<file path="src/sv/gtm_pkg.sv">
// shared types, constants and tables of the global tone mapper
package gtm_pkg;

   localparam int FRAC_BITS       = 16;
   localparam int MAX_PIXELS_LOG2 = 24;
   localparam int PIX_FRAC        = 16;

   localparam int PIX_W   = 24;
   localparam int LUM_W   = 24;
   localparam int KEY_W   = 16;
   localparam int WP_W    = 24;
   localparam int BOFF_W  = 16;
   localparam int CSR_W   = 24;
   localparam int CSR_IW  = 2;
   localparam int OUT_W   = 16;
   localparam int SUM_W   = 48;
   localparam int CNT_W   = MAX_PIXELS_LOG2 + 1;
   localparam int SCALE_W = 32;
   localparam int LOGX_W  = 25;
   localparam int LOG_IW  = 6;
   localparam int LOG_W   = LOG_IW + FRAC_BITS;
   localparam int DVD_W   = 64;
   localparam int DVS_W   = 48;
   localparam int LD_W    = 45;
   localparam int LD_SAT  = 40;
   localparam int IT_W    = $clog2(FRAC_BITS);

   localparam logic [15:0] WEIGHT_R = 16'd19595;
   localparam logic [15:0] WEIGHT_G = 16'd38470;
   localparam logic [15:0] WEIGHT_B = 16'd7471;

   localparam logic [KEY_W-1:0]  KEY_RESET   = 16'd11796;
   localparam logic [WP_W-1:0]   WHITE_RESET = 24'd117965;
   localparam logic [BOFF_W-1:0] BLACK_RESET = 16'd6554;

   // register indexes of the control port
   localparam logic [CSR_IW-1:0] CSR_KEY   = 2'd0;
   localparam logic [CSR_IW-1:0] CSR_WHITE = 2'd1;
   localparam logic [CSR_IW-1:0] CSR_BLACK = 2'd2;

   typedef struct packed {
      logic busy;
      logic done;
   } unit_stat_type;

   typedef struct packed {
      logic             done;
      logic [OUT_W-1:0] value;
   } lane_res_type;

   typedef logic [FRAC_BITS-1:0][31:0] base_tab_type;

   function automatic logic [63:0] isqrt64(input logic [63:0] v);
      logic [63:0] res;
      logic [63:0] bv;
      logic [63:0] rem;
      res = '0;
      rem = v;
      bv  = 64'h4000_0000_0000_0000;
      for (int i = 0; i < 32; i++) begin
         if (bv > rem) bv = bv >> 2;
      end
      for (int i = 0; i < 32; i++) begin
         if (bv != 0) begin
            if (rem >= res + bv) begin
               rem = rem - (res + bv);
               res = (res >> 1) + bv;
            end else begin
               res = res >> 1;
            end
            bv = bv >> 2;
         end
      end
      return res;
   endfunction

   // successive square roots of 2 in Q2.30, one per fraction bit
   function automatic base_tab_type exp_bases();
      base_tab_type t;
      logic [63:0]  b;
      b = 64'h8000_0000;
      for (int k = 0; k < FRAC_BITS; k++) begin
         b    = isqrt64(b << 30);
         t[k] = b[31:0];
      end
      return t;
   endfunction

   localparam base_tab_type EXP_BASE = exp_bases();

endpackage

</file>
<file path="src/sv/gtm_div.sv">
// iterative restoring divider, one quotient bit per cycle
module gtm_div (
   input  logic                     clock,
   input  logic                     reset,
   input  logic                     start,
   input  logic [gtm_pkg::DVD_W-1:0] dividend,
   input  logic [gtm_pkg::DVS_W-1:0] divisor,
   output gtm_pkg::unit_stat_type   stat,
   output logic [gtm_pkg::DVD_W-1:0] quotient
);
   import gtm_pkg::*;

   localparam int CW = $clog2(DVD_W);
   localparam logic [CW-1:0] CNT_LAST = CW'(DVD_W - 1);

   logic             busy_ff, done_ff;
   logic [CW-1:0]    cnt_ff;
   logic [DVS_W-1:0] rem_ff, dvs_ff;
   logic [DVD_W-1:0] quo_ff;
   logic [DVS_W:0]   shifted, diff;
   logic             ge;

   assign shifted = {rem_ff, quo_ff[DVD_W-1]};
   assign ge      = shifted >= {1'b0, dvs_ff};
   assign diff    = shifted - {1'b0, dvs_ff};

   always_ff @(posedge clock) begin
      if (reset) begin
         busy_ff <= 1'b0;
         done_ff <= 1'b0;
      end else begin
         done_ff <= 1'b0;
         if (start) begin
            busy_ff <= 1'b1;
         end else if (busy_ff && cnt_ff == CNT_LAST) begin
            busy_ff <= 1'b0;
            done_ff <= 1'b1;
         end
      end
   end

   always_ff @(posedge clock) begin
      if (start) begin
         cnt_ff <= '0;
         rem_ff <= '0;
         quo_ff <= dividend;
         dvs_ff <= divisor;
      end else if (busy_ff) begin
         cnt_ff <= cnt_ff + 1'b1;
         rem_ff <= ge ? diff[DVS_W-1:0] : shifted[DVS_W-1:0];
         quo_ff <= {quo_ff[DVD_W-2:0], ge};
      end
   end

   assign stat.busy = busy_ff;
   assign stat.done = done_ff;
   assign quotient  = quo_ff;

endmodule

</file>
<file path="config.mk">
export PLATFORM = sky130hd
export DESIGN_NAME = gtm_div
export DESIGN_NICKNAME = d
export VERILOG_FILES = /design/src/sv/gtm_pkg.sv /design/src/sv/gtm_div.sv
export SDC_FILE = /design/constraint.sdc
export NUM_CORES = 1
export LEC_CHECK = 0
export BUFFER_PORTS_ARGS = -buffer_cell sky130_fd_sc_hd__buf_2
export CAP_MARGIN = 20
export CORE_MARGIN = 8
export CORE_UTILIZATION = 35
export CTS_CLUSTER_SIZE = 14
export DETAILED_ROUTE_END_ITERATION = 12
export PLACE_DENSITY = 0.57
export SYNTH_ARGS = -nofsm -noshare
export SYNTH_HDL_FRONTEND = slang
export SYNTH_SLANG_ARGS = --single-unit
</file>
<file path="constraint.sdc">
create_clock -name clock -period 9.8 [get_ports clock]
set_clock_uncertainty 0.1 [all_clocks]
set_input_delay 1.96 -clock clock [delete_from_list [all_inputs] [get_ports clock]]
set_output_delay 1.96 -clock clock [all_outputs]
set_load 0.05 [all_outputs]
</file>
; ---- After elaboration in Yosys (flattened, before gate mapping)
; Cells that the tools add are included.
[op_classes]
addsub = 2
n_mul = 0
div = 0
order_cmp = 1
eq_ne = 1
n_shift = 0
n_mux = 6
bitwise = 0
reduce_logical = 4
[op_table]
columns = operator, n
row1 = 64-bit 2-to-1 mux, 2
row2 = 49-bit by 48-bit >= comparator with 1-bit output, 1
row3 = 48-bit 2-to-1 mux, 1
row4 = 48-bit subtractor, 1
row5 = "6-bit by 1-bit adder with 6-bit output, second input constant", 1
row6 = "6-bit == test, second input constant", 1
row7 = 2-bit nonzero test, 2
row8 = 1-bit 2-to-1 mux, 3
row9 = 2-bit OR reduction, 1
row10 = 1-bit logical AND, 1
[totals]
register_bits = 168
latchBits = 0
mem_bits_rw = 0
rom_bits = 0
in_bits = 115
output_inout_bits = 66
wordCells = 20
memories = 0

; ---- Depth between registers and ports, before layout
[depth]
depth_word = 4
mapped_depth = 16
mapped_depth_nobuf = 13

; ---- Worst setup path after synthesis
; No wires, ideal clock.
[synth_timing]
path_type = in2reg
start = input port start
end = register quo_ff[0], in the netlist quotient[0] (enable)
setup_ns = 0.418
arrival_time_ns = 3.928
required_time_ns = 9.282
path_slack_ns = 5.354
path_stages = 4
n_path_buf = 2
path_cell_list = clkbuf_1 -> clkbuf_1 -> nor2_1 -> inv_1
[synth_between]
elab_chain_len = 1
[synth_rtl]
columns = item, line
row1 = "start, declared", gtm_div.sv:5  ; input logic start,
row2 = 2-bit nonzero test (no source line), --
row3 = "end signal, assigned", gtm_div.sv:46  ; quo_ff <= dividend;
row4 = "end signal, assigned", gtm_div.sv:51  ; quo_ff <= {quo_ff[DVD_W-2:0], ge};
row5 = "end, declared", gtm_div.sv:19  ; logic [DVD_W-1:0] quo_ff;
; No other way between the ends.
; A chain may end at the register's enable or synchronous reset.

; ---- Worst setup path in the final report
[layout_timing]
start = register dvs_ff[32]
end = register rem_ff[32]
[layout_between]
elab_chain_len = 2
elab_cells_between_ends = 3
classes_between = add/sub (1) / order compare (1) / mux (1)
[layout_rtl]
columns = item, line
row1 = "start, declared", gtm_div.sv:18  ; logic [DVS_W-1:0] rem_ff, dvs_ff;
row2 = "start signal, assigned", gtm_div.sv:47  ; dvs_ff <= divisor;
row3 = 48-bit subtractor / 49-bit by 48-bit >= comparator with 1-bit output (equally long branches), "gtm_div.sv:25, gtm_div.sv:24"
row4 = 48-bit 2-to-1 mux (*), gtm_div.sv:50  ; rem_ff <= ge ? diff[DVS_W-1:0] : shifted[DVS_W-1:0];
row5 = "end signal, assigned", gtm_div.sv:50
row6 = "end, declared", gtm_div.sv:18
; Every way passes the cells marked *; elsewhere a longest branch is shown, timed or not.

==> impl_metrics.toml <==
[final_layout]
n_fill_cell = 2689
nets = 1273
drive_above_1_share_pct = 26.3
finalInstanceArea_um2 = 11300
area_growth_pct = 17.5
mostFrequentLayoutCells = "179 x buf_2, 112 x edfxtp_1, 91 x nor2_1"
final_common_cell = "buf_2"

[pwr]
switching_share_pct = 32.5
intPower_mw = 1.35
seqPwrFrac_pct = 43.0
leakagePower_nw = 4.88
p_comb_share_pct = 24.1
power_density_nw_per_um2 = 176
clockPowerShare_pct = 32.9
vdd_drop_max_mv = 0.111
p_sw_uw = 650

[critical_path]
slowest_delay_ns = 0.49
cp_top_family = "simple AND/OR/NAND/NOR gates"
path_cells = "inv_1 -> ha_1 -> nand4_1 -> nor3_1 -> nand3_1 -> o21a_1 -> o211a_1 -> o21ai_2 -> nand2_2 -> buf_4 -> nor4_1 -> a21oi_1 -> a211oi_1"
critical_path_class = "flop to flop"
crit_fanout = 65
cp_num_buf_inv = 2
critPathLaunchType = "flop"
cp-end-kind = "flop"
critPathArrivalTime_ns = 3.93
required_ns = 10.05
slowest_stage = "ha_1"

[cts]
cts_root_buf = "clkbuf_16"
cts_num_sinks = 168
cts_buffers = 17
clk_pin_slew_worst_paths_ns = 0.07
cts_hold_buffers = 0
cts_htree_levels = 4
clk_path_buf_depth = 2
cts_setup_buffers = 0
clock_latency_ns = 0.44
cts_resized = 0
cts_tree = "built"

[job]
drv_cap = 0

[placement]
gp_congestion = 0.862
dpl.hpwl_mm = 18.9
io_buffers = 180
placed_area_um2 = 10800

[floorplan]
ios = 181
fp.dieArea_um2 = 33100
die-height_um = 182
coreArea_um2 = 27000
rows = 60
die_w_um = 182
initial_utilization_pct = 35.7

[yosys]
synth_compound_area_share_pct = 17.5
synthXorXnorAreaFrac_pct = 3.45
synth_edf_count = 112
synth.distinct_cells = 70
synth_simple_gate_area_share_pct = 12.2
synth_nets = 1120
synth_top_family_by_area = "compound AO/OA/AOI/OAI gates"
synth.avg_cell_area_um2 = 10.1
yosysSeqAreaShare_pct = 46.5
syn_area_um2 = 9640
synthArstFlopShare_pct = 0
ys_warn_count = 0
netlist_instances = 955
synth_mux_area_share_pct = 8.59
synth_ff_type = "edfxtp_1"
yosys_register_bits = 168
synthAdderAreaFrac_pct = 6.57

[detailed_routing]
wirelength_mm = 25.8
detail_route.vias_per_cell = 5.22
drt-pass1-iter-count = 5
drtAntennaViolNets = 0
drc_errors = 0
avgRoutedWirePerCell_um = 17.6
vias = 7647
drt_iter0_markers = 374

[sta]
max_freq_mhz = 272
finalHoldViolations = 0
fin_crit_sh_pct = 37.6
setup_tns_ns = 0
period_needed_ns = 3.68
tightest_slew_ns = 0.891
rsz0062_at_grt = "no"
drv_slew = 0
max_slew_margin_pct = 40.6
setup_viol = 0

[grt]
grt_max_degree = 86
grt-ovfl-total = 0
grt_pass1_wl_mm = 41.8
grt_pass1_vias = 7964
grt_use_total_pct = 15.6
grt_antenna_before_repair = 6

[min_path]
min_path_type = "flop to flop"

[status]
outcome = "finished, final reports clean"
## worst paths after layout
path / slack, ns / endpoint / startpoint / cells past startpoint
min: 0.39 / cnt_ff[5] / cnt_ff[5] / 2
min reg2reg: 0.39 / cnt_ff[5] / cnt_ff[5] / 2
max: 6.12 / rem_ff[32] / dvs_ff[32] / 13
max reg2reg: 6.12 / rem_ff[32] / dvs_ff[32] / 13
## Yosys cell counts, drive strengths merged (4+ instances only)
library cell    n  area [µm²]
edfxtp        112        3360
nor2           91         342
nand2          88         330
a21oi          72         368
mux2           67         758
inv            66         248
dfxtp          56        1120
ha             49         613
o21ai          36         184
clkbuf         28         106
a21o           25         188
buf            23         148
a211oi         22         170
xnor2          22         193
xor2           16         140
nand3          15        75.1
a311oi         13         114
and3           11        68.8
nand4          11        68.8
a31oi          10        68.8
nor3           10        50.1
o21bai          9        67.6
o211ai          8        60.1
o21a            8        60.1
mux2i           7        70.1
nor2b           7        43.8
o211a           7        70.1
or3             7        43.8
and2            5        33.8
o31ai           5        42.5
nor4            4        25.0
## state kept, by name (all words and copies together) (netlist names)
name	count
done_ff	1
quotient	64
cnt_ff	6
rem_ff	48
busy_ff	1
dvs_ff	48
## area by class of cell
cell class / instances / area [µm²] / share of cell area (%)
tap: 341 / 427 / 3.77
clock buffer: 20 / 437 / 3.86
timing repair buffer: 185 / 945 / 8.34
inverter: 67 / 251 / 2.22
antenna: 4 / 10.0 / 0.0884
clock inverter: 12 / 115 / 1.02
sequential: 168 / 4490 / 39.6
multi-input combinational: 669 / 4660 / 41.1
## tightest hold or removal path: cells and delay by family, from the launching register on
kind,cells,cell delay (ns)
flip-flops,1,0.32
AO/OA/AOI/OAI,2,0.13
## metal layers
metal	up-vias	wire length (µm)	track usage, %
met4	8	280	4.13
li1	3800	-	-
met3	24	2270	6.89
met1	3585	11800	19.4
met5	-	43	0
met2	230	11400	24.4
## power groups by stage
stage | Combinational, mW | Sequential, mW | Clock (mW)
floorplan | 0.264 | 0.963 | 0
global placement | 0.479 | 0.874 | 0
CTS | 0.482 | 0.860 | 0.676
global route | 0.526 | 0.867 | 0.704
detailed placement | 0.481 | 0.873 | 0
finish | 0.480 | 0.859 | 0.657
## cells by family (layout without fill, tap and decap cells)
kind of cell    after synthesis  count (layout)
compound gates              246             246
xor+xnor                     38              38
fa+ha+maj                    50              50
buf+inv                     118             284
flops                       168             168
mux                          74              74
other cells                   0               4
simple gates                261             261
## stage by stage
stage | total power, mW | std cells | worst slack, ns | hold WS (ns) | utilization (%)
2_1_floorplan | 1.23 | 955 | 5.35 | 0.344 | -
3_3_place_gp | 1.35 | 1430 | 5.87 | 0.378 | 39.8
3_5_place_dp | 1.35 | 1430 | 5.87 | 0.380 | 39.8
4_1_cts | 2.02 | 1462 | 6.13 | 0.391 | 41.9
5_1_grt | 2.10 | 1462 | 5.80 | 0.424 | 41.9
6_report | 2.00 | 1466 | 6.12 | 0.392 | 41.9
Note: power is estimated with default switching activity, not from simulation.
