$ cat src/sv/gtm_pkg.sv
// shared types, constants and tables of the global tone mapper
package gtm_pkg;

   localparam int FRAC_BITS       = 16;
   localparam int MAX_PIXELS_LOG2 = 24;
   localparam int PIX_FRAC        = 16;

   localparam int PIX_W   = 24;
   localparam int LUM_W   = 24;
   localparam int KEY_W   = 16;
   localparam int WP_W    = 24;
   localparam int BOFF_W  = 16;
   localparam int CSR_W   = 24;
   localparam int CSR_IW  = 2;
   localparam int OUT_W   = 16;
   localparam int SUM_W   = 48;
   localparam int CNT_W   = MAX_PIXELS_LOG2 + 1;
   localparam int SCALE_W = 32;
   localparam int LOGX_W  = 25;
   localparam int LOG_IW  = 6;
   localparam int LOG_W   = LOG_IW + FRAC_BITS;
   localparam int DVD_W   = 64;
   localparam int DVS_W   = 48;
   localparam int LD_W    = 45;
   localparam int LD_SAT  = 40;
   localparam int IT_W    = $clog2(FRAC_BITS);

   localparam logic [15:0] WEIGHT_R = 16'd19595;
   localparam logic [15:0] WEIGHT_G = 16'd38470;
   localparam logic [15:0] WEIGHT_B = 16'd7471;

   localparam logic [KEY_W-1:0]  KEY_RESET   = 16'd11796;
   localparam logic [WP_W-1:0]   WHITE_RESET = 24'd117965;
   localparam logic [BOFF_W-1:0] BLACK_RESET = 16'd6554;

   // register indexes of the control port
   localparam logic [CSR_IW-1:0] CSR_KEY   = 2'd0;
   localparam logic [CSR_IW-1:0] CSR_WHITE = 2'd1;
   localparam logic [CSR_IW-1:0] CSR_BLACK = 2'd2;

   typedef struct packed {
      logic busy;
      logic done;
   } unit_stat_type;

   typedef struct packed {
      logic             done;
      logic [OUT_W-1:0] value;
   } lane_res_type;

   typedef logic [FRAC_BITS-1:0][31:0] base_tab_type;

   function automatic logic [63:0] isqrt64(input logic [63:0] v);
      logic [63:0] res;
      logic [63:0] bv;
      logic [63:0] rem;
      res = '0;
      rem = v;
      bv  = 64'h4000_0000_0000_0000;
      for (int i = 0; i < 32; i++) begin
         if (bv > rem) bv = bv >> 2;
      end
      for (int i = 0; i < 32; i++) begin
         if (bv != 0) begin
            if (rem >= res + bv) begin
               rem = rem - (res + bv);
               res = (res >> 1) + bv;
            end else begin
               res = res >> 1;
            end
            bv = bv >> 2;
         end
      end
      return res;
   endfunction

   // successive square roots of 2 in Q2.30, one per fraction bit
   function automatic base_tab_type exp_bases();
      base_tab_type t;
      logic [63:0]  b;
      b = 64'h8000_0000;
      for (int k = 0; k < FRAC_BITS; k++) begin
         b    = isqrt64(b << 30);
         t[k] = b[31:0];
      end
      return t;
   endfunction

   localparam base_tab_type EXP_BASE = exp_bases();

endpackage

$ cat src/sv/gtm_log.sv
// fixed point log2: normalize one bit a cycle, then one squaring per fraction bit
module gtm_log (
   input  logic                              clock,
   input  logic                              reset,
   input  logic                              start,
   input  logic [gtm_pkg::LOGX_W-1:0]        x,
   output gtm_pkg::unit_stat_type            stat,
   output logic signed [gtm_pkg::LOG_W-1:0]  lg
);
   import gtm_pkg::*;

   typedef enum logic [2:0] {
      L_IDLE = 3'b001,
      L_NORM = 3'b010,
      L_SQ   = 3'b100
   } log_state_type;

   localparam logic [IT_W-1:0] IT_LAST = IT_W'(FRAC_BITS - 1);

   log_state_type        state_ff;
   logic                 done_ff;
   logic [30:0]          m_ff;
   logic [4:0]           p_ff;
   logic [FRAC_BITS-1:0] frac_ff;
   logic [IT_W-1:0]      it_ff;
   logic [61:0]          sq;
   logic [31:0]          sq_hi;
   logic [LOG_IW-1:0]    ipart;

   assign sq    = 62'(m_ff) * 62'(m_ff);
   assign sq_hi = sq[61:30];
   assign ipart = LOG_IW'({1'b0, p_ff}) - LOG_IW'(PIX_FRAC);

   always_ff @(posedge clock) begin
      if (reset) begin
         state_ff <= L_IDLE;
         done_ff  <= 1'b0;
      end else begin
         done_ff <= 1'b0;
         unique case (state_ff)
            L_IDLE: begin
               if (start) state_ff <= L_NORM;
            end
            L_NORM: begin
               if (m_ff[30]) state_ff <= L_SQ;
            end
            L_SQ: begin
               if (it_ff == IT_LAST) begin
                  state_ff <= L_IDLE;
                  done_ff  <= 1'b1;
               end
            end
            default: state_ff <= L_IDLE;
         endcase
      end
   end

   // result stays on lg until the next start
   always_ff @(posedge clock) begin
      case (state_ff)
         L_IDLE: begin
            if (start) begin
               m_ff    <= (x == '0) ? 31'd1 : 31'(x);
               p_ff    <= 5'd30;
               it_ff   <= '0;
               frac_ff <= '0;
            end
         end
         L_NORM: begin
            if (!m_ff[30]) begin
               m_ff <= {m_ff[29:0], 1'b0};
               p_ff <= p_ff - 1'b1;
            end
         end
         L_SQ: begin
            it_ff <= it_ff + 1'b1;
            if (sq_hi[31]) begin
               m_ff    <= sq_hi[31:1];
               frac_ff <= {frac_ff[FRAC_BITS-2:0], 1'b1};
            end else begin
               m_ff    <= sq_hi[30:0];
               frac_ff <= {frac_ff[FRAC_BITS-2:0], 1'b0};
            end
         end
         default: ;
      endcase
   end

   assign stat.busy = (state_ff != L_IDLE);
   assign stat.done = done_ff;
   assign lg        = $signed({ipart, frac_ff});

endmodule

$ cat config.mk
export PLATFORM = sky130hd
export DESIGN_NAME = gtm_log
export DESIGN_NICKNAME = d
export VERILOG_FILES = /design/src/sv/gtm_pkg.sv /design/src/sv/gtm_log.sv
export SDC_FILE = /design/constraint.sdc
export NUM_CORES = 2
export LEC_CHECK = 0
export BUFFER_PORTS_ARGS = -buffer_cell sky130_fd_sc_hd__buf_2
export CORE_MARGIN = 3
export CORE_UTILIZATION = 69
export CTS_CLUSTER_SIZE = 40
export DETAILED_ROUTE_END_ITERATION = 10
export PLACE_DENSITY_LB_ADDON = 0.15
export SLEW_MARGIN = 20
export SYNTH_ARGS = -nofsm -noshare
export SYNTH_HDL_FRONTEND = slang
export SYNTH_SLANG_ARGS = --single-unit
$ cat constraint.sdc
create_clock -name clock -period 24 [get_ports clock]
set_input_delay 4.8 -clock clock [delete_from_list [all_inputs] [get_ports clock]]
set_output_delay 4.8 -clock clock [all_outputs]
set_load 0.01 [all_outputs]
# Yosys cells after proc, flatten, opt, wreduce, memory -nomap -nowiden
# Index checks and enable logic that the tools add are counted.
[totals]
wordCells = 49
register_bits = 60
in_bits = 28
output_inout_bits = 24
[op_classes]
n_bitwise = 1
eq_ne = 9
n_reduce_logical = 10
mux = 18
n_addsub = 3
multipliers = 1
[op_table]
columns = ["op", "n"]
rows = [
  ["$mux W31", 3],
  ["$pmux W31 S3", 1],
  ["$mul A31 B31 Y62", 1],
  ["$pmux W16 S2", 1],
  ["$logic_not A25 Y1", 1],
  ["$mux W25", 1],
  ["$mux W16", 1],
  ["$mux W5", 2],
  ["$pmux W5 S2", 1],
  ["$mux W3", 3],
  ["$pmux W3 S3", 1],
  ["$reduce_and A3 Y1", 3],
  ["$ne A2 B2 Y1 const B", 4],
  ["$pmux W4 S2", 1],
  ["$sub A5 B5 Y6 const B", 1],
  ["$sub A5 B1 Y5 const B", 1],
  ["$add A4 B1 Y4 const B", 1],
  ["$eq A4 B4 Y1 const B", 1],
  ["$mux W4", 1],
  ["$reduce_and A2 Y1", 2],
  ["$reduce_bool A2 Y1", 2],
  ["$eq A3 B1 Y1 const B", 1],
  ["$eq A3 B2 Y1 const B", 1],
  ["$eq A3 B3 Y1 const B", 1],
  ["other kinds (5)", 6],
]

# Depth between registers and ports, before layout
[depth]
depth_word = 4
mapped_depth = 33
mapped_depth_nobuf = 28

# Worst setup path before layout
# OpenSTA, ideal clock, no wires.
[synth_timing]
kind = "register to register"
start = "register m_ff[4]"
end = "register m_ff[20] (data pin)"
path_slack_ps = 16278
required_ps = 23732
setup_ps = 268
path_stages_with_launch = 32
path_buffers = 5
t_arrival_ps = 7454
synth_period_minus_slack_ps = 7722
cell_sequence = "edfxtp_1 clkbuf_1 clkbuf_1 nand2_1 fa_1 inv_1 fa_1 fa_1 inv_1 fa_1 inv_1 fa_1 fa_1 fa_1 inv_1 fa_1 inv_1 ha_1 clkbuf_1 nand2_1 nor4_2 nand3_1 o211ai_1 o21bai_1 and4b_1 a211oi_2 or2_1 buf_4 inv_2 buf_6 a222oi_1 o21ai_1"
[synth_between]
elab_chain_cells = 3
[synth_lines]
columns = ["element", "line", "source"]
rows = [
  ["start: declaration", "gtm_log.sv:22", "logic [30:0] m_ff;"],
  ["start signal: assignment", "gtm_log.sv:63", "m_ff <= (x == '0) ? 31'd1 : 31'(x);"],
  ["start signal: assignment", "gtm_log.sv:71", "m_ff <= {m_ff[29:0], 1'b0};"],
  ["start signal: assignment", "gtm_log.sv:78", "m_ff <= sq_hi[31:1];"],
  ["$mul A31 B31 Y62", "gtm_log.sv:30", "assign sq = 62'(m_ff) * 62'(m_ff);"],
  ["$mux W31", "gtm_log.sv:77", "if (sq_hi[31]) begin"],
  ["$pmux W31 S3", "gtm_log.sv:60", "case (state_ff)"],
]
# Every way passes these cells.
# A chain may end at the register's enable or synchronous reset.

# Worst setup path in the final report
[layout_timing]
start = "register m_ff[5]"
end = "register m_ff[15] (data pin)"
# Same word-level chain as after synthesis.

==> impl_metrics.ini <==
[critical_path]
reg2reg_depth = 25
startpoint_type = register
cp_slowest_cell = edfxtp_1
critPathArrivalTime_ns = 9.40
required_ns = 24.18
slowest_delay_ns = 0.85
r2r-end = m_ff[15]
cp_max_fo = 19
reg2reg_from = m_ff[5]
crit_type = register to register
cp_common_cell = fa_1
critPathCaptureType = register
rrSetupSlack_ns = 14.78

[synth]
seq_area_frac_synth = 0.0591
synth_seq_cells = 60
yosysTopAreaCell = fa_1
yosysTopAreaCellShare = 0.501
syn_area_um2 = 29800
syn_area_per_cell_um2 = 9.44
synth.distinct_cells = 71
syn_inst = 3159
yosys_warnings = 0
ys.flop_type = edfxtp_1
syn_nets = 4204
synth-async-reset-ratio = 0
synth_edf_count = 56
yosys-top-cells-area = fa_1 50%, inv_1 12%, ha_1 11%

[die]
ios = 52
rows = 75
die_w_um = 214
die-area_um2 = 45800
core-area_um2 = 42300
start_util = 0.705
die_h_um = 214

[placement]
place_congestion = 1.03
dp_hpwl_um = 61700
place_ws_ns = 14.98
placed_area_um2 = 30500
port_buffers = 51

[clocking]
cts_setup_buffers = 0
cts.clk_slew.worst_paths_ns = 0.06
cts.sinks = 60
holdBufCountCts = 0
htree_num_levels = 3
ctsResizeCount = 0
cts_root_buf = clkbuf_16
cts_tree = done
clk_latency_ns = 0.33
cts_buffers = 9
clock_tree.buffer_depth = 2

[sta]
min_period_ns = 9.22
worst_slack_ns = 14.78
setup_viol = 0
rsz0062_at_grt = false
hold_slack_ns = 0.586
tightest_slew_ns = 0.927
post-route-period-util = 0.384
fmax_mhz = 108
slew_headroom = 0.382
finalHoldViolCount = 0
tns_ns = 0
slew_violations = 0
skew_ns = 0.0120

[min_path]
hold_depth = 1
hold_path.class = register to register
min_from = frac_ff[14]
whs_endpoint = frac_ff[15]

[drt]
vias_per_cell = 5.76
drc = 0
wl_per_cell_um = 20.4
vias = 21415
routed_wl_um = 75900
ant_nets = 0
drt_iter0_drc = 1752
dr.pass1.iters = 6

[status]
status = finished, final reports clean

[cells_and_area]
layout-drive-gt1-share = 0.0405
nNetsFinal = 4176
num-fill-cells = 3109
area_delta_synth_final_pct = 3.47
final_cell_mix = 922 x inv_1, 747 x fa_1, 314 x nand2_1
fin_area_um2 = 30900
final_common_cell = inv_1

[global_routing]
grtUsageMet1 = 0.451
grt_max_degree = 36
use_met3 = 0.0705
grt_use_met2 = 0.583
top_usage_layer = met2
grt_pass1_wl_um = 126000
overflow = 0
first_global_vias = 24126
grt.total_usage = 0.349
antenna_found_initial = 3

[flow_run]
maxCapViolations = 0
layout make-up:
class | instances | area [um^2] | area share
inverters | 923 | 3460 | 0.112
multi-input cells | 2051 | 24100 | 0.781
clock inverters | 7 | 75.1 | 0.00243
flip-flops and latches | 60 | 1760 | 0.0571
repair buffers | 86 | 518 | 0.0168
diodes | 3 | 7.51 | 0.000243
well taps | 577 | 722 | 0.0234
clock buffers | 9 | 225 | 0.00730
registers in the layout, indices dropped and copies added, names as in the netlist:
| signal | cells |
|---|---|
| state_ff | 3 |
| frac_ff | 16 |
| done_ff | 1 |
| p_ff | 5 |
| m_ff | 31 |
| it_ff | 4 |
kinds of logic after synthesis:
logic type | Yosys count | share of synthesized area
compound gates | 255 | 0.0560
xor+xnor | 59 | 0.0173
fa+ha+maj | 1017 | 0.615
buf+inv | 1048 | 0.134
flops | 60 | 0.0591
mux | 14 | 0.00487
simple gates | 706 | 0.114
layer usage:
metal | up-vias | share of wire
met2 | 1008 | 0.49
li1 | 9303 | -
met5 | - | 0.00017
met4 | 2 | 0.050
met1 | 10828 | 0.37
met3 | 274 | 0.089
worst max-delay path: cells and delay by family, from the launching register on:
family / cells / cell delay, ns
simple gates: 6 / 1.65
flops: 1 / 0.85
buf+inv: 5 / 1.13
fa+ha+maj: 9 / 4.35
compound gates: 5 / 1.09
cells in the mapped netlist, types with 5 or more instances:
library cell	n
clkbuf_1	109
buf_4	10
o211ai_1	12
xor2_1	23
nor3_1	15
and3_1	25
or2_2	6
o21bai_1	14
and2_1	192
a31o_2	7
inv_1	922
and4_1	5
o31ai_1	5
edfxtp_1	56
a21o_1	21
a21oi_1	73
nor2_1	85
ha_1	270
nand2_1	314
nor4_1	6
a221oi_1	11
a31oi_1	8
fa_1	747
o21ai_0	50
xnor2_1	36
a22oi_1	13
mux2i_1	10
nand3_1	16
nand4_1	16
nor2b_1	7
worst max path at each step:
stage,from,endpoint,cells past startpoint,slack (ns)
after floorplan,m_ff[4],m_ff[20],31,16.28
after global placement,m_ff[5],m_ff[26],24,15.10
after detailed placement,m_ff[5],m_ff[15],25,14.98
after CTS,m_ff[5],m_ff[15],25,14.92
after global routing,m_ff[11],m_ff[15],24,14.51
final,m_ff[5],m_ff[15],25,14.78
per-stage QoR:
stage | instances | util
after floorplan | 3159 | -
final | 3716 | 0.729
after global routing | 3714 | 0.729
after global placement | 3697 | 0.722
after CTS | 3713 | 0.729
after detailed placement | 3697 | 0.722
Power is left out: the tool's default activity adds up to more than one toggle a clock period on the data nets, which glitch-free logic cannot reach.
