<file path="config.mk">
export PLATFORM = sky130hd
export DESIGN_NAME = gtm_lane
export DESIGN_NICKNAME = d
export VERILOG_FILES = /design/src/sv/gtm_pkg.sv /design/src/sv/gtm_div.sv /design/src/sv/gtm_lane.sv
export SDC_FILE = /design/constraint.sdc
export NUM_CORES = 2
export LEC_CHECK = 0
export ABC_CLOCK_PERIOD_IN_PS = 12150
export BUFFER_PORTS_ARGS = -buffer_cell sky130_fd_sc_hd__buf_2
export CORE_UTILIZATION = 40
export CTS_BUF_LIST = sky130_fd_sc_hd__clkbuf_4
export DETAILED_ROUTE_END_ITERATION = 10
export PLACE_DENSITY_LB_ADDON = 0.3
export SLEW_MARGIN = 5
export SYNTH_ARGS = -nofsm -noshare
export SYNTH_HDL_FRONTEND = slang
export SYNTH_SLANG_ARGS = --single-unit
</file>
<file path="constraint.sdc">
create_clock -name clock -period 12.15 [get_ports clock]
set_input_delay 1.215 -clock clock [delete_from_list [all_inputs] [get_ports clock]]
set_output_delay 1.215 -clock clock [all_outputs]
set_load 0.03 [all_outputs]
</file>
<file path="src/sv/gtm_pkg.sv">
// shared types, constants and tables of the global tone mapper
package gtm_pkg;

   localparam int FRAC_BITS       = 16;
   localparam int MAX_PIXELS_LOG2 = 24;
   localparam int PIX_FRAC        = 16;

   localparam int PIX_W   = 24;
   localparam int LUM_W   = 24;
   localparam int KEY_W   = 16;
   localparam int WP_W    = 24;
   localparam int BOFF_W  = 16;
   localparam int CSR_W   = 24;
   localparam int CSR_IW  = 2;
   localparam int OUT_W   = 16;
   localparam int SUM_W   = 48;
   localparam int CNT_W   = MAX_PIXELS_LOG2 + 1;
   localparam int SCALE_W = 32;
   localparam int LOGX_W  = 25;
   localparam int LOG_IW  = 6;
   localparam int LOG_W   = LOG_IW + FRAC_BITS;
   localparam int DVD_W   = 64;
   localparam int DVS_W   = 48;
   localparam int LD_W    = 45;
   localparam int LD_SAT  = 40;
   localparam int IT_W    = $clog2(FRAC_BITS);

   localparam logic [15:0] WEIGHT_R = 16'd19595;
   localparam logic [15:0] WEIGHT_G = 16'd38470;
   localparam logic [15:0] WEIGHT_B = 16'd7471;

   localparam logic [KEY_W-1:0]  KEY_RESET   = 16'd11796;
   localparam logic [WP_W-1:0]   WHITE_RESET = 24'd117965;
   localparam logic [BOFF_W-1:0] BLACK_RESET = 16'd6554;

   // register indexes of the control port
   localparam logic [CSR_IW-1:0] CSR_KEY   = 2'd0;
   localparam logic [CSR_IW-1:0] CSR_WHITE = 2'd1;
   localparam logic [CSR_IW-1:0] CSR_BLACK = 2'd2;

   typedef struct packed {
      logic busy;
      logic done;
   } unit_stat_type;

   typedef struct packed {
      logic             done;
      logic [OUT_W-1:0] value;
   } lane_res_type;

   typedef logic [FRAC_BITS-1:0][31:0] base_tab_type;

   function automatic logic [63:0] isqrt64(input logic [63:0] v);
      logic [63:0] res;
      logic [63:0] bv;
      logic [63:0] rem;
      res = '0;
      rem = v;
      bv  = 64'h4000_0000_0000_0000;
      for (int i = 0; i < 32; i++) begin
         if (bv > rem) bv = bv >> 2;
      end
      for (int i = 0; i < 32; i++) begin
         if (bv != 0) begin
            if (rem >= res + bv) begin
               rem = rem - (res + bv);
               res = (res >> 1) + bv;
            end else begin
               res = res >> 1;
            end
            bv = bv >> 2;
         end
      end
      return res;
   endfunction

   // successive square roots of 2 in Q2.30, one per fraction bit
   function automatic base_tab_type exp_bases();
      base_tab_type t;
      logic [63:0]  b;
      b = 64'h8000_0000;
      for (int k = 0; k < FRAC_BITS; k++) begin
         b    = isqrt64(b << 30);
         t[k] = b[31:0];
      end
      return t;
   endfunction

   localparam base_tab_type EXP_BASE = exp_bases();

endpackage

</file>
<file path="src/sv/gtm_div.sv">
// iterative restoring divider, one quotient bit per cycle
module gtm_div (
   input  logic                     clock,
   input  logic                     reset,
   input  logic                     start,
   input  logic [gtm_pkg::DVD_W-1:0] dividend,
   input  logic [gtm_pkg::DVS_W-1:0] divisor,
   output gtm_pkg::unit_stat_type   stat,
   output logic [gtm_pkg::DVD_W-1:0] quotient
);
   import gtm_pkg::*;

   localparam int CW = $clog2(DVD_W);
   localparam logic [CW-1:0] CNT_LAST = CW'(DVD_W - 1);

   logic             busy_ff, done_ff;
   logic [CW-1:0]    cnt_ff;
   logic [DVS_W-1:0] rem_ff, dvs_ff;
   logic [DVD_W-1:0] quo_ff;
   logic [DVS_W:0]   shifted, diff;
   logic             ge;

   assign shifted = {rem_ff, quo_ff[DVD_W-1]};
   assign ge      = shifted >= {1'b0, dvs_ff};
   assign diff    = shifted - {1'b0, dvs_ff};

   always_ff @(posedge clock) begin
      if (reset) begin
         busy_ff <= 1'b0;
         done_ff <= 1'b0;
      end else begin
         done_ff <= 1'b0;
         if (start) begin
            busy_ff <= 1'b1;
         end else if (busy_ff && cnt_ff == CNT_LAST) begin
            busy_ff <= 1'b0;
            done_ff <= 1'b1;
         end
      end
   end

   always_ff @(posedge clock) begin
      if (start) begin
         cnt_ff <= '0;
         rem_ff <= '0;
         quo_ff <= dividend;
         dvs_ff <= divisor;
      end else if (busy_ff) begin
         cnt_ff <= cnt_ff + 1'b1;
         rem_ff <= ge ? diff[DVS_W-1:0] : shifted[DVS_W-1:0];
         quo_ff <= {quo_ff[DVD_W-2:0], ge};
      end
   end

   assign stat.busy = busy_ff;
   assign stat.done = done_ff;
   assign quotient  = quo_ff;

endmodule

</file>
<file path="src/sv/gtm_lane.sv">
// one colour lane: component times ld, divided by luminance, clamped
module gtm_lane (
   input  logic                      clock,
   input  logic                      reset,
   input  logic                      start,
   input  logic [gtm_pkg::PIX_W-1:0] comp,
   input  logic [gtm_pkg::LD_W-1:0]  ld,
   input  logic [gtm_pkg::LUM_W-1:0] lum,
   output gtm_pkg::lane_res_type     res
);
   import gtm_pkg::*;

   logic                 go_ff, done_ff;
   logic [OUT_W-1:0]     value_ff;
   logic [DVD_W-1:0]     prod_ff;
   unit_stat_type        div_stat;
   logic [DVD_W-1:0]     quo;

   gtm_div u_div (
      .clock    (clock),
      .reset    (reset),
      .start    (go_ff),
      .dividend (prod_ff),
      .divisor  (DVS_W'(lum)),
      .stat     (div_stat),
      .quotient (quo)
   );

   always_ff @(posedge clock) begin
      if (reset) begin
         go_ff   <= 1'b0;
         done_ff <= 1'b0;
      end else begin
         go_ff <= 1'b0;
         if (start) begin
            done_ff <= (comp == '0) || ld[LD_W-1:LD_SAT] != '0;
            go_ff   <= (comp != '0) && ld[LD_W-1:LD_SAT] == '0;
         end else if (div_stat.done) begin
            done_ff <= 1'b1;
         end
      end
   end

   always_ff @(posedge clock) begin
      if (start) begin
         prod_ff  <= DVD_W'(comp) * DVD_W'(ld[LD_SAT-1:0]);
         value_ff <= (comp == '0) ? '0 : '1;
      end else if (div_stat.done) begin
         value_ff <= (quo[DVD_W-1:OUT_W] != '0) ? '1 : quo[OUT_W-1:0];
      end
   end

   assign res.done  = done_ff;
   assign res.value = value_ff;

endmodule

</file>
# After elaboration in Yosys (flattened, before gate mapping)
# Cells that the tools add are included.
totals:
  regBits: 226
  output_inout_bits: 17
  inputBits: 96
op_classes:
  multipliers: 1
  reduce_logical: 13
  bitwise_logic: 1
  add_sub_neg: 2
  order_cmp: 1
  n_mux: 12
  n_eq_ne: 1
ops:
  columns: ["op", "n"]
  rows:
  - ["64-bit two-way mux", 2]
  - ["24-bit by 40-bit multiplier with 64-bit output", 1]
  - ["16-bit two-way mux", 4]
  - ["49-bit by 24-bit greater-or-equal comparator with 1-bit output", 1]
  - ["48-bit two-way mux", 1]
  - ["48-bit nonzero test", 1]
  - ["48-bit by 24-bit subtractor with 48-bit output", 1]
  - ["24-bit zero test", 1]
  - ["24-bit nonzero test", 1]
  - ["6-bit by 1-bit adder with 6-bit output (second input constant)", 1]
  - ["6-bit equality test (second input constant)", 1]
  - ["2-bit nonzero test", 3]
  - ["5-bit zero test", 1]
  - ["1-bit two-way mux", 5]
  - ["5-bit nonzero test", 1]
  - ["2-bit OR reduction", 2]
  - ["1-bit logical AND", 2]
  - ["1-bit logical OR", 1]
  - ["1-bit NOT", 1]

# Depth between registers and ports, before layout
logic_depth:
  ltp_word: 4
  depth_mapped: 28
  mapped_depth_nobuf: 25

# Modules after synthesis
# From an unflattened synthesis, not the netlist that was laid out.
hier_totals:
  cells_unflattened: 4585
  area_unflattened_um2: 42736.0
modules_own_cells:
  columns: ["mod", "area_per_inst_um2", "seq_area_each_um2", "instances", "cells_each"]
  rows:
  - ["gtm_lane", 33093.0, 2442.3, 1, 3630]
  - ["gtm_div", 9643.0, 4484.3, 1, 955]

# Least setup slack after synthesis
# OpenSTA, ideal clock, no wires.
synth_path:
  path_kind: "input port to flip-flop"
  start: "input comp[3] (netlist bit)"
  end: "register prod_ff[60] (data pin)"
  path_stages: 27
  required_time_ps: 11879
  t_arrival_ps: 7821
  setup_slack_ps: 4058
  cell_sequence: "clkbuf_1 clkbuf_1 nand2_1 fa_1 inv_1 fa_1 inv_1 fa_1 inv_1 fa_1 inv_1 fa_1 inv_1 fa_1 inv_1 fa_1 inv_1 ha_1 nand4_1 nor2_1 a2111oi_0 a31oi_1 nor4_1 nor2_1 a21oi_1 o311ai_1 xor2_1"
synth_via:
  elab_chain_cells: 1
synth_lines:
  columns: ["element", "line", "text"]
  rows:
  - ["from (decl)", "gtm_lane.sv:6", "input logic [gtm_pkg::PIX_W-1:0] comp,"]
  - ["24-bit by 40-bit multiplier with 64-bit output", "gtm_lane.sv:46", "prod_ff <= DVD_W'(comp) * DVD_W'(ld[LD_SAT-1:0]);"]
  - ["to (signal assigned)", "gtm_lane.sv:46", null]
  - ["to (decl)", "gtm_lane.sv:15", "logic [DVD_W-1:0] prod_ff;"]
# No other way between the ends.
# A chain may end at the register's enable or synchronous reset.

# Worst setup path after layout
layout_path:
  start: "input comp[3] (netlist bit)"
  end: "register prod_ff[58] (data pin)"
# The elaborated chain is that of the path after synthesis.

==> reports/metrics.cfg <==
[hold_path]
hp-start = u_div.cnt_ff[5]
hold_class = reg2reg

[synth]
yosysWarnings = 0
ys_seq_area_frac = 0.154
synth_area_leaders = fa_1, edfxtp_1, inv_1
yosys.area.top_type = fa_1
netlist_top_cells_count = inv_1, fa_1, nand2_1, and2_1, clkbuf_1
syn_area_mm2 = 0.0402
synth_fp_nets = 5420
synth_top_area_frac = 0.415
synth_most_common_cell = inv_1
synth_edf_count = 168
synth.avg_cell_area_um2 = 9.42
ys.flop_type = edfxtp_1
async_reset_ff_frac = 0
ys_ff_latch = 226
ys_types = 77
syn_inst = 4274

[place]
io_buffers = 112
dp_hpwl_mm = 78.5
gp_congestion = 0.884
placed_area_mm2 = 0.0417

[global_route]
overflow = 0
grt_start_max_net_pins = 81
grt_pass1_vias = 31200
grt_util_all_layers = 0.214
antenna_found_initial = 2
grt_pass1_wl_mm = 173

[floorplanning]
ios = 113
chipHeight_um = 319
initial_utilization = 0.407
rows = 115
die_w_um = 319
coreArea_mm2 = 0.0990
fp.dieArea_mm2 = 0.102

[worst_setup_path]
startpoint = comp[3]
critPathRequiredTime_ns = 12.56
r2r_start = u_div.dvs_ff[3]
cp-end-kind = flop
crit_type = in2reg
start_kind = input pin
critical-path-max-stage-delay_ns = 0.69
cpMaxStageDelayCell = buf_2
worstPathArrival_ns = 8.91
crit_path_max_fanout = 41

[route]
firstDrtPassIters = 5
drt-initial-drc-count = 1677
avgViaCountPerCell = 5.19
final_antenna_net_count = 0
num_vias = 28800
drc = 0
wl_mm = 106
avgRoutedWirePerCell_um = 19.0

[run_status]
status = finished, final reports clean

[layout]
drive_gt1_frac = 0.0719
area_growth_pct = 5.22
fin_nets = 5370
multi_input_area_mm2 = 0.0299
seqCellArea_mm2 = 0.00621
fill_cells = 9694
fin_area_mm2 = 0.0423

[clocking]
holdBufCountCts = 0
cts_max_path_buffers = 3
cts_buffers = 53
cts.sink_count = 226
clk_pin_slew_worst_paths_ns = 0.07
worstSkewPairLatency_ns = 0.72
cts_resized = 0
htreeDepth = 2
cts_tree = built
post-cts-setup-buffers = 0
root_buffer = clkbuf_4

[timing]
period_share = 0.700
rsz0062_at_grt = no
max_freq_mhz = 118
finalSetupTns_ns = 0
skew_ns = 0.0799
slew_viol_final = 0
final_hold_viol_count = 0
tightest_slew_ns = 1.12
hold_ws_ns = 0.481
setup-violations-final = 0
slew_headroom = 0.255
period_needed_ns = 8.50

[job]
maxCapViolCount = 0

## stage by stage
stage	instances	utilization	setup WS, ns
after floorplan	4274	-	4.06
after global placement	5456	0.421	3.08
after detailed placement	5456	0.421	3.06
after CTS	5554	0.428	3.81
after global routing	5555	0.428	3.42
final	5556	0.428	3.65
## cell families (layout without fill, tap and decap cells)
family                   Yosys count  after routing  share of synthesized area
AO/OA/AOI/OAI                    345            345                     0.0555
XOR/XNOR                          99             99                     0.0215
adder cells (fa/ha/maj)         1050           1050                      0.482
buffers and inverters           1107           1100                      0.104
flip-flops                       226            226                      0.154
multiplexers                      68             68                     0.0189
other                              0              2                          0
AND/OR/NAND/NOR                 1379           1379                      0.164
## flip-flops by register name, indices dropped and copies added (netlist names)
name            cells
u_div.cnt_ff        6
u_div.dvs_ff       24
go_ff               1
value_ff           16
u_div.rem_ff       48
prod_ff            64
u_div.busy_ff       1
u_div.done_ff       1
u_div.quotient     64
done_ff             1
## worst paths after layout
path | cells after the start | slack, ns | end
hold reg to reg | 2 | 0.48 | u_div.done_ff
setup / recovery | 26 | 3.65 | prod_ff[58]
setup reg to reg | 12 | 8.48 | u_div.rem_ff[28]
hold / removal | 2 | 0.48 | u_div.done_ff
## worst max-delay path: cells and delay by family
kind                     cells  cell delay (ns)
adder cells (fa/ha/maj)      8             3.91
AO/OA/AOI/OAI                6             1.78
AND/OR/NAND/NOR              4             0.92
buffers and inverters        8             1.04
## cells in the final DEF (no fill, tap or decap), types with 28 or more instances in the layout
master,synthesis,layout
a21o_1,47,47
a21oi_1,91,91
and2_1,380,380
buf_2,4,111
clkbuf_4,0,80
dfxtp_1,58,56
edfxtp_1,168,168
fa_1,835,835
ha_1,215,215
inv_1,872,871
mux2_2,64,64
nand2_1,704,704
nand4_1,28,28
nor2_1,119,118
nor4_1,38,38
o21ai_0,76,76
xnor2_1,62,62
xor2_1,37,37
## metal layers
layer  up-vias  global-route usage  wire length (um)
met5         -                   0                 8
met3       173              0.0346              7380
met1     14800               0.291             46200
met4         2              0.0522              2270
met2       994               0.357             49900
li1      12900                   -                 -
## layout make-up
class,instances,area share
multi-input combinational,2941,0.705
sequential,226,0.147
inverter,872,0.0773
tap,1287,0.0380
timing repair buffer,130,0.0165
clock buffer,80,0.0142
clock inverter,18,0.00186
antenna,2,0.000118
Power is left out: the tool's default activity adds up to more than one toggle a clock period on the data nets, which glitch-free logic cannot reach.
